--- src/rtl/core/igfr_pkg.sv ---
// Package for the idle gap frame receiver: sizes, codes, payload structs
// and address helpers. No dependencies.
package igfr_pkg;

    localparam int LINES      = 4;
    localparam int LINE_BYTES = 32;

    localparam int LINE_W  = $clog2(LINES);
    localparam int POS_W   = $clog2(LINE_BYTES + 1);
    localparam int USED_W  = $clog2(LINES + 1);
    localparam int DEPTH   = LINES * LINE_BYTES;
    localparam int ADDR_W  = $clog2(DEPTH);
    localparam int IDLE_W  = 16;
    localparam int CFG_IDX_W  = 1;
    localparam int CFG_DATA_W = 16;

    localparam logic [IDLE_W-1:0] IDLE_MAX = '1;

    typedef enum logic [1:0] {
        KIND_BYTE    = 2'd0,
        KIND_TICK    = 2'd1,
        KIND_READ    = 2'd2,
        KIND_RELEASE = 2'd3
    } t_kind;

    localparam logic [CFG_IDX_W-1:0] CFG_GAP_TICKS   = 1'b0;
    localparam logic [CFG_IDX_W-1:0] CFG_ERROR_TICKS = 1'b1;

    localparam logic [7:0]  GAP_TICKS_RST   = 8'd3;
    localparam logic [15:0] ERROR_TICKS_RST = 16'd200;

    typedef struct packed {
        logic [1:0] kind;
        logic [7:0] rx_byte;
        logic [4:0] read_index;
    } t_in_item;

    typedef struct packed {
        logic [7:0] read_data;
        logic [2:0] frames_pending;
        logic       comm_error;
    } t_out_item;

    // Byte address of a position inside a frame line.
    function automatic logic [ADDR_W-1:0] line_addr(input logic [LINE_W-1:0] line,
                                                   input logic [15:0] pos);
        int a;
        a = int'(line) * LINE_BYTES + int'(pos);
        return a[ADDR_W-1:0];
    endfunction

    function automatic logic [LINE_W-1:0] next_line(input logic [LINE_W-1:0] line);
        logic [LINE_W-1:0] last;
        last = LINE_W'(LINES - 1);
        return (line == last) ? '0 : line + 1'b1;
    endfunction

endpackage

--- src/rtl/core/idle_gap_frame_receiver.sv ---
// Idle gap frame receiver top level: frame line bookkeeping, idle timer and
// result pipeline. Depends on igfr_pkg and igfr_ram.
//
// Takes one transaction per clock unless input is stalled. Bytes are written
// into a ring of frame lines; ticks advance a saturating idle counter that
// commits the current line, if a line is free, after gap_ticks idle ticks
// and flags a communication error at error_ticks. Each transaction yields
// one result via the middle stage (beside the registered frame store RAM
// read) and the output register, which decouple the two channels: one more
// transaction is taken while a result waits, and input stalls once both hold
// a result and the output is stalled. The frame store needs no clearing
// pass: a never-written byte reads back as whatever the RAM holds.
module idle_gap_frame_receiver (
    input  logic                                i_clk,
    input  logic                                i_rst_n,
    input  logic                                i_in_valid,
    output logic                                o_in_stall,
    input  igfr_pkg::t_in_item                  i_in_data,
    output logic                                o_out_valid,
    input  logic                                i_out_stall,
    output igfr_pkg::t_out_item                 o_out_data,
    input  logic                                i_cfg_we,
    input  logic [igfr_pkg::CFG_IDX_W-1:0]      i_cfg_index,
    input  logic [igfr_pkg::CFG_DATA_W-1:0]     i_cfg_data
);

    // configuration
    logic [7:0]  r_gap_ticks;
    logic [15:0] r_error_ticks;

    // frame bookkeeping
    logic [igfr_pkg::LINE_W-1:0] r_write_line, n_write_line;
    logic [igfr_pkg::LINE_W-1:0] r_read_line,  n_read_line;
    logic [igfr_pkg::USED_W-1:0] r_used,       n_used;
    logic [igfr_pkg::POS_W-1:0]  r_write_pos,  n_write_pos;
    logic [igfr_pkg::IDLE_W-1:0] r_idle,       n_idle;
    logic                        r_armed,      n_armed;
    logic                        r_error,      n_error;

    // pipeline
    logic       r_s1_valid;
    logic       r_s1_is_read;
    logic [2:0] r_s1_pending;
    logic       r_s1_error;
    logic       r_out_valid;
    igfr_pkg::t_out_item r_out;

    logic in_ready, out_ready, accept;
    logic ram_we, ram_re;
    logic [igfr_pkg::ADDR_W-1:0] ram_waddr, ram_raddr;
    logic [7:0] ram_rdata;
    logic [igfr_pkg::POS_W-1:0]  pos_clamped;
    logic [igfr_pkg::IDLE_W-1:0] idle_inc;
    logic read_ok;

    assign out_ready  = !r_out_valid || !i_out_stall;
    assign in_ready   = !r_s1_valid || out_ready;
    assign accept     = i_in_valid && in_ready;
    assign o_in_stall = !in_ready;

    always_ff @(posedge i_clk) begin
        if (!i_rst_n) begin
            r_gap_ticks   <= igfr_pkg::GAP_TICKS_RST;
            r_error_ticks <= igfr_pkg::ERROR_TICKS_RST;
        end else if (i_cfg_we) begin
            case (i_cfg_index)
                igfr_pkg::CFG_GAP_TICKS:   r_gap_ticks   <= i_cfg_data[7:0];
                igfr_pkg::CFG_ERROR_TICKS: r_error_ticks <= i_cfg_data[15:0];
                default: ;
            endcase
        end
    end

    always_comb begin
        n_write_line = r_write_line;
        n_read_line  = r_read_line;
        n_used       = r_used;
        n_write_pos  = r_write_pos;
        n_idle       = r_idle;
        n_armed      = r_armed;
        n_error      = r_error;
        ram_we       = 1'b0;
        ram_re       = 1'b0;
        read_ok      = 1'b0;

        // clamp at the last slot so a long frame overwrites it
        pos_clamped = (r_write_pos >= igfr_pkg::POS_W'(igfr_pkg::LINE_BYTES))
                    ? igfr_pkg::POS_W'(igfr_pkg::LINE_BYTES - 1) : r_write_pos;
        idle_inc    = (r_idle != igfr_pkg::IDLE_MAX) ? r_idle + 1'b1 : r_idle;
        ram_waddr   = igfr_pkg::line_addr(r_write_line, 16'(pos_clamped));
        ram_raddr   = igfr_pkg::line_addr(r_read_line, 16'(i_in_data.read_index));

        if (accept) begin
            case (igfr_pkg::t_kind'(i_in_data.kind))
                igfr_pkg::KIND_BYTE: begin
                    n_idle      = '0;
                    n_armed     = 1'b1;
                    ram_we      = 1'b1;
                    n_write_pos = pos_clamped + 1'b1;
                end
                igfr_pkg::KIND_TICK: begin
                    n_idle = idle_inc;
                    if (r_armed && (idle_inc >= {8'd0, r_gap_ticks})) begin
                        n_armed = 1'b0;
                        // commit only when a line is free
                        if (r_used < igfr_pkg::USED_W'(igfr_pkg::LINES)) begin
                            n_used       = r_used + 1'b1;
                            n_write_line = igfr_pkg::next_line(r_write_line);
                            n_write_pos  = '0;
                        end
                    end
                    n_error = (idle_inc >= r_error_ticks);
                end
                igfr_pkg::KIND_READ: begin
                    read_ok = (r_used != '0) &&
                              (16'(i_in_data.read_index) < 16'(igfr_pkg::LINE_BYTES));
                    ram_re  = read_ok;
                end
                igfr_pkg::KIND_RELEASE: begin
                    if (r_used != '0) begin
                        n_used      = r_used - 1'b1;
                        n_read_line = igfr_pkg::next_line(r_read_line);
                    end
                end
                default: ;
            endcase
        end
    end

    always_ff @(posedge i_clk) begin
        if (!i_rst_n) begin
            r_write_line <= '0;
            r_read_line  <= '0;
            r_used       <= '0;
            r_write_pos  <= '0;
            r_idle       <= '0;
            r_armed      <= 1'b0;
            r_error      <= 1'b0;
            r_s1_valid   <= 1'b0;
            r_out_valid  <= 1'b0;
        end else begin
            r_write_line <= n_write_line;
            r_read_line  <= n_read_line;
            r_used       <= n_used;
            r_write_pos  <= n_write_pos;
            r_idle       <= n_idle;
            r_armed      <= n_armed;
            r_error      <= n_error;
            if (in_ready) begin
                r_s1_valid <= accept;
            end
            if (out_ready) begin
                r_out_valid <= r_s1_valid;
            end
        end
    end

    // payload registers, no reset
    always_ff @(posedge i_clk) begin
        if (accept) begin
            r_s1_is_read <= read_ok;
            r_s1_pending <= 3'(n_used);
            r_s1_error   <= n_error;
        end
        if (out_ready && r_s1_valid) begin
            r_out.read_data      <= r_s1_is_read ? ram_rdata : 8'd0;
            r_out.frames_pending <= r_s1_pending;
            r_out.comm_error     <= r_s1_error;
        end
    end

    // the read data register holds while the middle stage is stalled,
    // since no new read is issued then
    igfr_ram #(
        .WIDTH (8),
        .DEPTH (igfr_pkg::DEPTH)
    ) u_store (
        .i_clk   (i_clk),
        .i_we    (ram_we),
        .i_waddr (ram_waddr),
        .i_wdata (i_in_data.rx_byte),
        .i_re    (ram_re),
        .i_raddr (ram_raddr),
        .o_rdata (ram_rdata)
    );

    assign o_out_valid = r_out_valid;
    assign o_out_data  = r_out;

endmodule

--- src/rtl/core/igfr_ram.sv ---
// Generic single-port-write, single-port-read RAM with registered read data.
// No dependencies.
module igfr_ram #(
    parameter int WIDTH = 8,
    parameter int DEPTH = 128
) (
    input  logic                     i_clk,
    input  logic                     i_we,
    input  logic [$clog2(DEPTH)-1:0] i_waddr,
    input  logic [WIDTH-1:0]         i_wdata,
    input  logic                     i_re,
    input  logic [$clog2(DEPTH)-1:0] i_raddr,
    output logic [WIDTH-1:0]         o_rdata
);

    logic [WIDTH-1:0] r_mem [DEPTH];
    logic [WIDTH-1:0] r_rdata;

    always_ff @(posedge i_clk) begin
        if (i_we) begin
            r_mem[i_waddr] <= i_wdata;
        end
        if (i_re) begin
            r_rdata <= r_mem[i_raddr];
        end
    end

    assign o_rdata = r_rdata;

endmodule

--- config.mk ---
export PLATFORM = sky130hd
export DESIGN_NAME = idle_gap_frame_receiver
export DESIGN_NICKNAME = d
export VERILOG_FILES = /design/src/rtl/core/igfr_pkg.sv /design/src/rtl/core/idle_gap_frame_receiver.sv /design/src/rtl/core/igfr_ram.sv
export SDC_FILE = /design/constraint.sdc
export NUM_CORES = 1
export LEC_CHECK = 0
export ABC_CLOCK_PERIOD_IN_PS = 4100
export BUFFER_PORTS_ARGS = -buffer_cell sky130_fd_sc_hd__buf_2
export CAP_MARGIN = 20
export CORE_ASPECT_RATIO = 2
export CORE_UTILIZATION = 55
export CTS_CLUSTER_SIZE = 30
export DETAILED_ROUTE_END_ITERATION = 8
export GPL_TIMING_DRIVEN = 0
export PLACE_DENSITY = 0.79
export SYNTH_ARGS = -nofsm -noshare
export SYNTH_HDL_FRONTEND = slang
export SYNTH_HIERARCHICAL = 1
export SYNTH_SLANG_ARGS = --single-unit
--- constraint.sdc ---
create_clock -name i_clk -period 4.1 [get_ports i_clk]
set_input_delay 0.615 -clock i_clk [delete_from_list [all_inputs] [get_ports i_clk]]
set_output_delay 0.615 -clock i_clk [all_outputs]
set_load 0.02 [all_outputs]
==> reports/results.tsv, run 1 <==
stage	metric	value	unit
sta	post-route-period-util	101	%
power_and_ir_drop	power_density	457	nW/um^2
sta	setup_viol	61	
placed_design	placedCellCount	3208	
clock_network	cts_tree	built	
status	violations	setup timing	
synthesis	synth_area	43900	um^2
synthesis	synth_cell_type_count	56	
sta	maxSlewViolCount	0	
clock_network	clk_latency	670	ps
sta	skew	17.9	ps
synthesis	syn_area_per_cell	20.8	um^2
setup_path	reg2reg_to	u_store/r_mem[127][0]$_DFFE_PP_	
layout	stdcell_area	49200	um^2
synthesis	synth_fa_ha_area_share	0.912	%
clock_network	clockBufferDepth	3	
setup_path	cp-end-kind	flop	
run	drv_cap	0	
synthesis	synth_mux_area_share	17.6	%
synthesis	syn_nets	2176	
synthesis	ys.flop_type	edfxtp_1	
power_and_ir_drop	switching_share	21.3	%
synthesis	yosysWarningCount	6	
min_path	whs_path_depth	3	
grt	antenna_found_initial	2	
setup_path	reg2reg_from	o_out_valid$_SDFFE_PN0P_	
synthesis	synth_compound_area_share	1.55	%
layout	final_common_cell	edfxtp_1	
route	drc	0	
layout	fin_nets	2342	
synthesis	synth_top_area_share	71.7	%
clock_network	numCtsBuffers	90	
route	viasPerCell	6.62	
sta	relSlewSlack	24.9	%
clock_network	clk_pin_slew_worst_paths	70	ps
sta	fin_hold_ws	188	ps
die	ioPinCount	51	
placed_design	hpwl	77400	um
route	ant_nets	0	
setup_path	ff2ff_setup_slack	-20	ps
setup_path	crit_path_start_kind	flop	
die	core-area	79100	um^2
power_and_ir_drop	combPwrFrac	5.4	%
power_and_ir_drop	power_leakage	15.4	nW
power_and_ir_drop	p_switching	4.79	mW
sta	rsz0062_at_grt	true	
placed_design	globalplace.congestion	0.925	
power_and_ir_drop	vdd_ir_drop_max	0.318	mV
setup_path	worstPathArrival	4430	ps
setup_path	r2r_cells	10	
status	status	complete, but fails checks	
setup_path	worstPathRequired	4400	ps
grt	grt_use_total	29.2	%
sta	timing.final.ws_setup	-22.7	ps
sta	clock.fmax	0.243	GHz
sta	hold_violations	0	
sta	worst_slew_pin_slew	1120	ps
synthesis	synth_cells	2107	
synthesis	synth-async-reset-ratio	0	%
route	wl	115000	um
synthesis	ys_seq_elements	1106	
layout	final_util	62.3	%
grt	grt_pass1_vias	23600	
die	die_area	81000	um^2
layout	fillCellCount	5089	
sta	post-route-min-period	4120	ps
die	start_util	55.5	%
die	die_y	402	um
min_path	min_from	i_cfg_data[11]	
layout	final_cell_mix	edfxtp_1 (1049), mux4_2 (336), nand2_1 (91), clkbuf_16 (91), clkbuf_1 (72)	
route	drt_iter0_markers	2918	
synthesis	synth_edf_count	1049	
die	die_w	202	um
synthesis	ys_seq_area_share	74.3	%
grt	grt_first_pass_wirelength	165000	um
layout	synthToLayoutAreaGrowth	12.2	%
clock_network	holdBufCountCts	0	
grt	grt.overflow.total	0	
placed_design	placed_cell_area	45800	um^2
power_and_ir_drop	power.share.clock	39.6	%
setup_path	crit_fanout	8	
placed_design	io_buffer_count	43	
clock_network	cts_root_buffer	clkbuf_16	
setup_path	critPathKind	flop to flop	
power_and_ir_drop	total_power	22.5	mW
route	firstDrtPassIters	9	
route	vias	22400	
power_and_ir_drop	power.internal	17.7	mW
synthesis	synth-xor-area-share	0.319	%
synthesis	yosys.area_share.simple	3.84	%
clock_network	cts-htree-levels	3	
layout	final_cells	3387	
power_and_ir_drop	seq_power_share	55.0	%
route	wire_per_inst	34.0	um
min_path	min_path_type	input pin to flop	
min_path	holdPathEnd	r_error_ticks[11]$_SDFFE_PN0P_	
synthesis	synth_area_leaders	edfxtp_1 (72%), mux4_2 (17%), dfxtp_1 (2.6%)	
die	core.rowCount	146	
grt	grt_max_degree	97	
layout	layout-drive-gt1-share	29.1	%
synthesis	synth_top_family_by_area	multiplexers	
synthesis	yosysTopAreaCell	edfxtp_1	
clock_network	cts.sinks	1106	
[layout make-up]
| cell class | count | area [um^2] | area share [%] |
|---|---|---|---|
| clock inverter | 62 | 682 | 1.38 |
| tap | 1036 | 1300 | 2.63 |
| inverter | 30 | 113 | 0.229 |
| multi-input combinational | 858 | 11000 | 22.3 |
| clock buffer | 107 | 2340 | 4.75 |
| sequential | 1106 | 32600 | 66.3 |
| antenna | 1 | 2.50 | 0.00508 |
| buffer | 111 | 497 | 1.01 |
| timing repair buffer | 76 | 714 | 1.45 |
[registers in the layout, summed over array words and instances, names as in the netlist, 2 cells and up]
name and flops:
u_store/r_mem 1024, r_error_ticks 16, r_idle 16, o_out_data 12
r_gap_ticks 8, u_store/o_rdata 8, r_write_pos 6, r_s1_pending 3
r_used 3, r_read_line 2, r_write_line 2
[power groups by stage]
stage	Combinational [mW]	Clock [mW]	Sequential (mW)
floorplan	0.617	0	12.6
global placement	1.11	0	12.6
detailed placement	1.18	0	12.6
CTS	1.20	9.00	12.4
global route	1.25	9.38	12.4
finish	1.22	8.91	12.4
[per-stage QoR]
| stage | setup WS [ps] | TNS, ps |
|---|---|---|
| finish | -22.7 | -697 |
| global route | -35.0 | -871 |
| CTS | -39.4 | -571 |
| detailed placement | -956 | -387530 |
| global placement | -982 | -452380 |
| floorplan | 543 | 0 |
[Yosys cell counts, drive strengths merged, types with 2 or more instances]
library cell,number
dfxtp,57
nor2b,28
o2111a,2
nor2,136
nor3,21
nand2,91
a21o,8
or4,3
edfxtp,1049
nor4,4
and2,11
or2,9
o21a,6
clkbuf,62
a21boi,21
nor3b,2
o21ai,13
mux4,336
a21oi,17
nand2b,11
inv,30
or3,3
xor2,7
mux2i,5
nand4,12
nand3,26
a22oi,9
ha,32
xnor2,9
o211ai,7
and3,3
buf,51
mux2,11
[repair_timing]
item / 4_1_cts / 5_1_grt
endpoints found under the setup margin: 565 / 511
pin swaps: 2 / 3
resized for setup: 34 / 65
buffers inserted: 2 / 4
[worst max-delay path, stage by stage, from the launching register on]
cell and delay [ps]:
dfxtp_1 340, and3_1 180, nand2b_1 260, nor2_2 360
nand2_1 200, inv_1 310, clkbuf_1 300, nand4_1 680
clkbuf_1 370, buf_8 210, nor2_2 490
[worst max path at each step]
stage	startpoint	endpoint	slack, ps	cells past startpoint
floorplan	r_idle[0]$_SDFFE_PN0P_	r_s1_pending[1]$_DFFE_PP_	540	14
global placement	i_out_stall	u_store/r_mem[118][1]$_DFFE_PP_	-980	11
detailed placement	i_out_stall	u_store/r_mem[22][5]$_DFFE_PP_	-960	12
CTS	r_s1_valid$_SDFFE_PN0N_	u_store/r_mem[36][0]$_DFFE_PP_	-40	10
global route	r_s1_valid$_SDFFE_PN0N_	u_store/r_mem[30][3]$_DFFE_PP_	-40	11
finish	o_out_valid$_SDFFE_PN0P_	u_store/r_mem[127][0]$_DFFE_PP_	-20	10
[layer usage]
layer	global-route usage (%)	wire, um
met5	0	28
met1	29.6	33800
met3	5.08	8550
met4	24.8	11700
met2	51.7	61200
[logic make-up (layout without fill, tap and decap cells)]
| kind of cell | count (synthesis) | after routing |
|---|---|---|
| other | 1 | 2 |
| and+or+nand+nor | 362 | 362 |
| muxes | 352 | 352 |
| adders and majority gates | 32 | 32 |
| xor gates and xnor gates | 16 | 16 |
| AOI/OAI and AO/OA | 95 | 95 |
| buffers and inverters | 143 | 386 |
| DFF | 1106 | 1106 |
(Power assumes the default switching activity.)
==> run 2, diff against run 1 <==
- RECOVER_POWER: default -> 50
- REMOVE_ABC_BUFFERS: default -> 1
- SLEW_MARGIN: default -> 20
==> reports/results.tsv, run 2 (same netlist as run 1, synthesis figures left out) <==
stage	metric	value	unit
status	status	complete, but fails checks	
status	violations	capacitance limit, slew limit, setup timing	
setup_path	ff2ff_setup_slack	-150	ps
die	die_y	402	um
setup_path	critPathKind	flop to flop	
min_path	min_path_type	input pin to flop	
layout	final_cells	3269	
route	viasPerCell	6.56	
min_path	holdPathEnd	r_s1_valid$_SDFFE_PN0N_	
sta	rsz0062_at_grt	true	
layout	layout-drive-gt1-share	26.0	%
layout	final_common_cell	edfxtp_1	
die	die_area	81000	um^2
route	wire_per_inst	31.7	um
die	start_util	55.5	%
layout	final_cell_mix	edfxtp_1 (1049), mux4_2 (336), nor2_1 (130), clkbuf_16 (90), nand2_1 (89)	
grt	antenna_found_initial	4	
grt	grt_use_total	26.2	%
die	die_w	202	um
grt	grt_max_degree	93	
sta	hold_violations	0	
clock_network	clk_pin_slew_worst_paths	70	ps
sta	post-route-period-util	104	%
power_and_ir_drop	total_power	21.7	mW
clock_network	numCtsBuffers	86	
setup_path	crit_chain	and3_1 -> nand2b_1 -> nor2_1 -> nand2_1 -> inv_1 -> nor2b_1 -> nand3_2 -> nor2_1	
clock_network	clk_latency	670	ps
power_and_ir_drop	power_leakage	15.0	nW
clock_network	cts_tree	built	
setup_path	crit_top_cell	nor2_1	
sta	worst_slew_pin_slew	2610	ps
sta	skew	23.2	ps
setup_path	reg2reg_to	u_store/r_mem[70][7]$_DFFE_PP_	
setup_path	crit_fanout	13	
route	drc	0	
setup_path	crit_buf_inv	1	
sta	fin_tns_setup	-3840	ps
clock_network	holdBufCountCts	0	
setup_path	worstPathRequired	4380	ps
grt	grt.overflow.total	0	
setup_path	r2r_cells	8	
route	drt_iter0_markers	2156	
power_and_ir_drop	power_density	451	nW/um^2
power_and_ir_drop	vdd_ir_drop_max	0.339	mV
clock_network	cts-htree-levels	3	
sta	timing.final.ws_setup	-151	ps
setup_path	reg2reg_from	r_s1_valid$_SDFFE_PN0N_	
sta	maxSlewViolCount	1043	
placed_design	globalplace.congestion	0.905	
setup_path	crit_path_start_kind	flop	
layout	largest_reg_flops	1024	
placed_design	hpwl	64200	um
clock_network	cts.sinks	1106	
sta	post-route-min-period	4250	ps
clock_network	cts_root_buffer	clkbuf_16	
min_path	min_from	i_in_valid	
layout	synthToLayoutAreaGrowth	9.82	%
layout	top_regs	u_store/r_mem: 1024 flops, r_error_ticks: 16 flops, r_idle: 16 flops	
route	firstDrtPassIters	7	
run	drv_cap	16	
route	vias	21500	
setup_path	cp-end-kind	flop	
placed_design	placedCellCount	3104	
setup_path	worstPathArrival	4530	ps
grt	grt_first_pass_wirelength	151000	um
min_path	whs_path_depth	2	
layout	fin_nets	2229	
die	core.rowCount	146	
sta	setup_viol	56	
setup_path	crit_family	simple AND/OR/NAND/NOR gates	
sta	relSlewSlack	-74.3	%
die	ioPinCount	51	
grt	grt_pass1_vias	22400	
setup_path	crit_path_top_delay_cell	nor2_1	
setup_path	slowest_delay	990	ps
sta	clock.fmax	0.235	GHz
layout	top_register	u_store/r_mem	
placed_design	io_buffer_count	50	
route	ant_nets	0	
route	wl	104000	um
die	core-area	79100	um^2
clock_network	clockBufferDepth	3	
run 2: per-stage QoR:
stage	hold slack, ps	instance area (um^2)	worst slack, ps	util, %
finish	192	48200	-151	61.0
global route	186	48200	-173	61.0
CTS	160	48400	2.12	61.2
detailed placement	405	45600	-478	57.7
global placement	406	45000	-6080	56.8
floorplan	400	43400	300	-
run 2: repair_timing:
item	CTS	global route
buffers inserted	3	0
endpoints found under the setup margin	24	109
resized for setup	5	11
pin swaps	1	4
gates cloned	0	0
run 2: worst reg2reg max path, cell delays in order, from the launching register on:
cell and delay, ps:
dfxtp_1 320, and3_1 190, nand2b_1 250, nor2_1 300
nand2_1 170, inv_1 450, nor2b_1 410, nand3_2 800
nor2_1 990
run 2: worst max-delay path by stage:
stage | startpoint | end | slack [ps] | cells after the start
finish | r_s1_valid$_SDFFE_PN0N_ | u_store/r_mem[70][7]$_DFFE_PP_ | -150 | 8
global route | r_s1_valid$_SDFFE_PN0N_ | u_store/r_mem[70][2]$_DFFE_PP_ | -170 | 8
CTS | o_out_valid$_SDFFE_PN0P_ | u_store/r_mem[46][2]$_DFFE_PP_ | 2 | 8
detailed placement | r_idle[3]$_SDFFE_PN0P_ | r_s1_pending[1]$_DFFE_PP_ | -480 | 12
global placement | i_in_data[0] | u_store/o_rdata[6]$_DFFE_PP_ | -6080 | 5
floorplan | r_idle[3]$_SDFFE_PN0P_ | r_s1_pending[1]$_DFFE_PP_ | 300 | 12
run 2: layer usage:
layer,share of wire (%),track usage (%),wire [um]
met5,0.014,0,15
met2,54,46.9,56400
met4,7.8,18.2,8090
met1,31,28.3,32400
met3,6.5,3.94,6680
run 2: where the power goes:
part           total, mW  switching, mW  internal (mW)
Clock               8.22           3.85           4.37
Sequential          12.4         0.0126           12.4
Combinational       1.11          0.669          0.439
run 2: cell type report:
class                           count  area [um^2]
Antenna cell                        2         5.00
Clock buffer                      114         2380
Clock inverter                     45          342
Fill cell                        5163        30900
Inverter                           30          113
Multi-Input combinational cell    858        10800
Sequential cell                  1106        32600
Tap cell                         1036         1300
Timing Repair Buffer               78          651
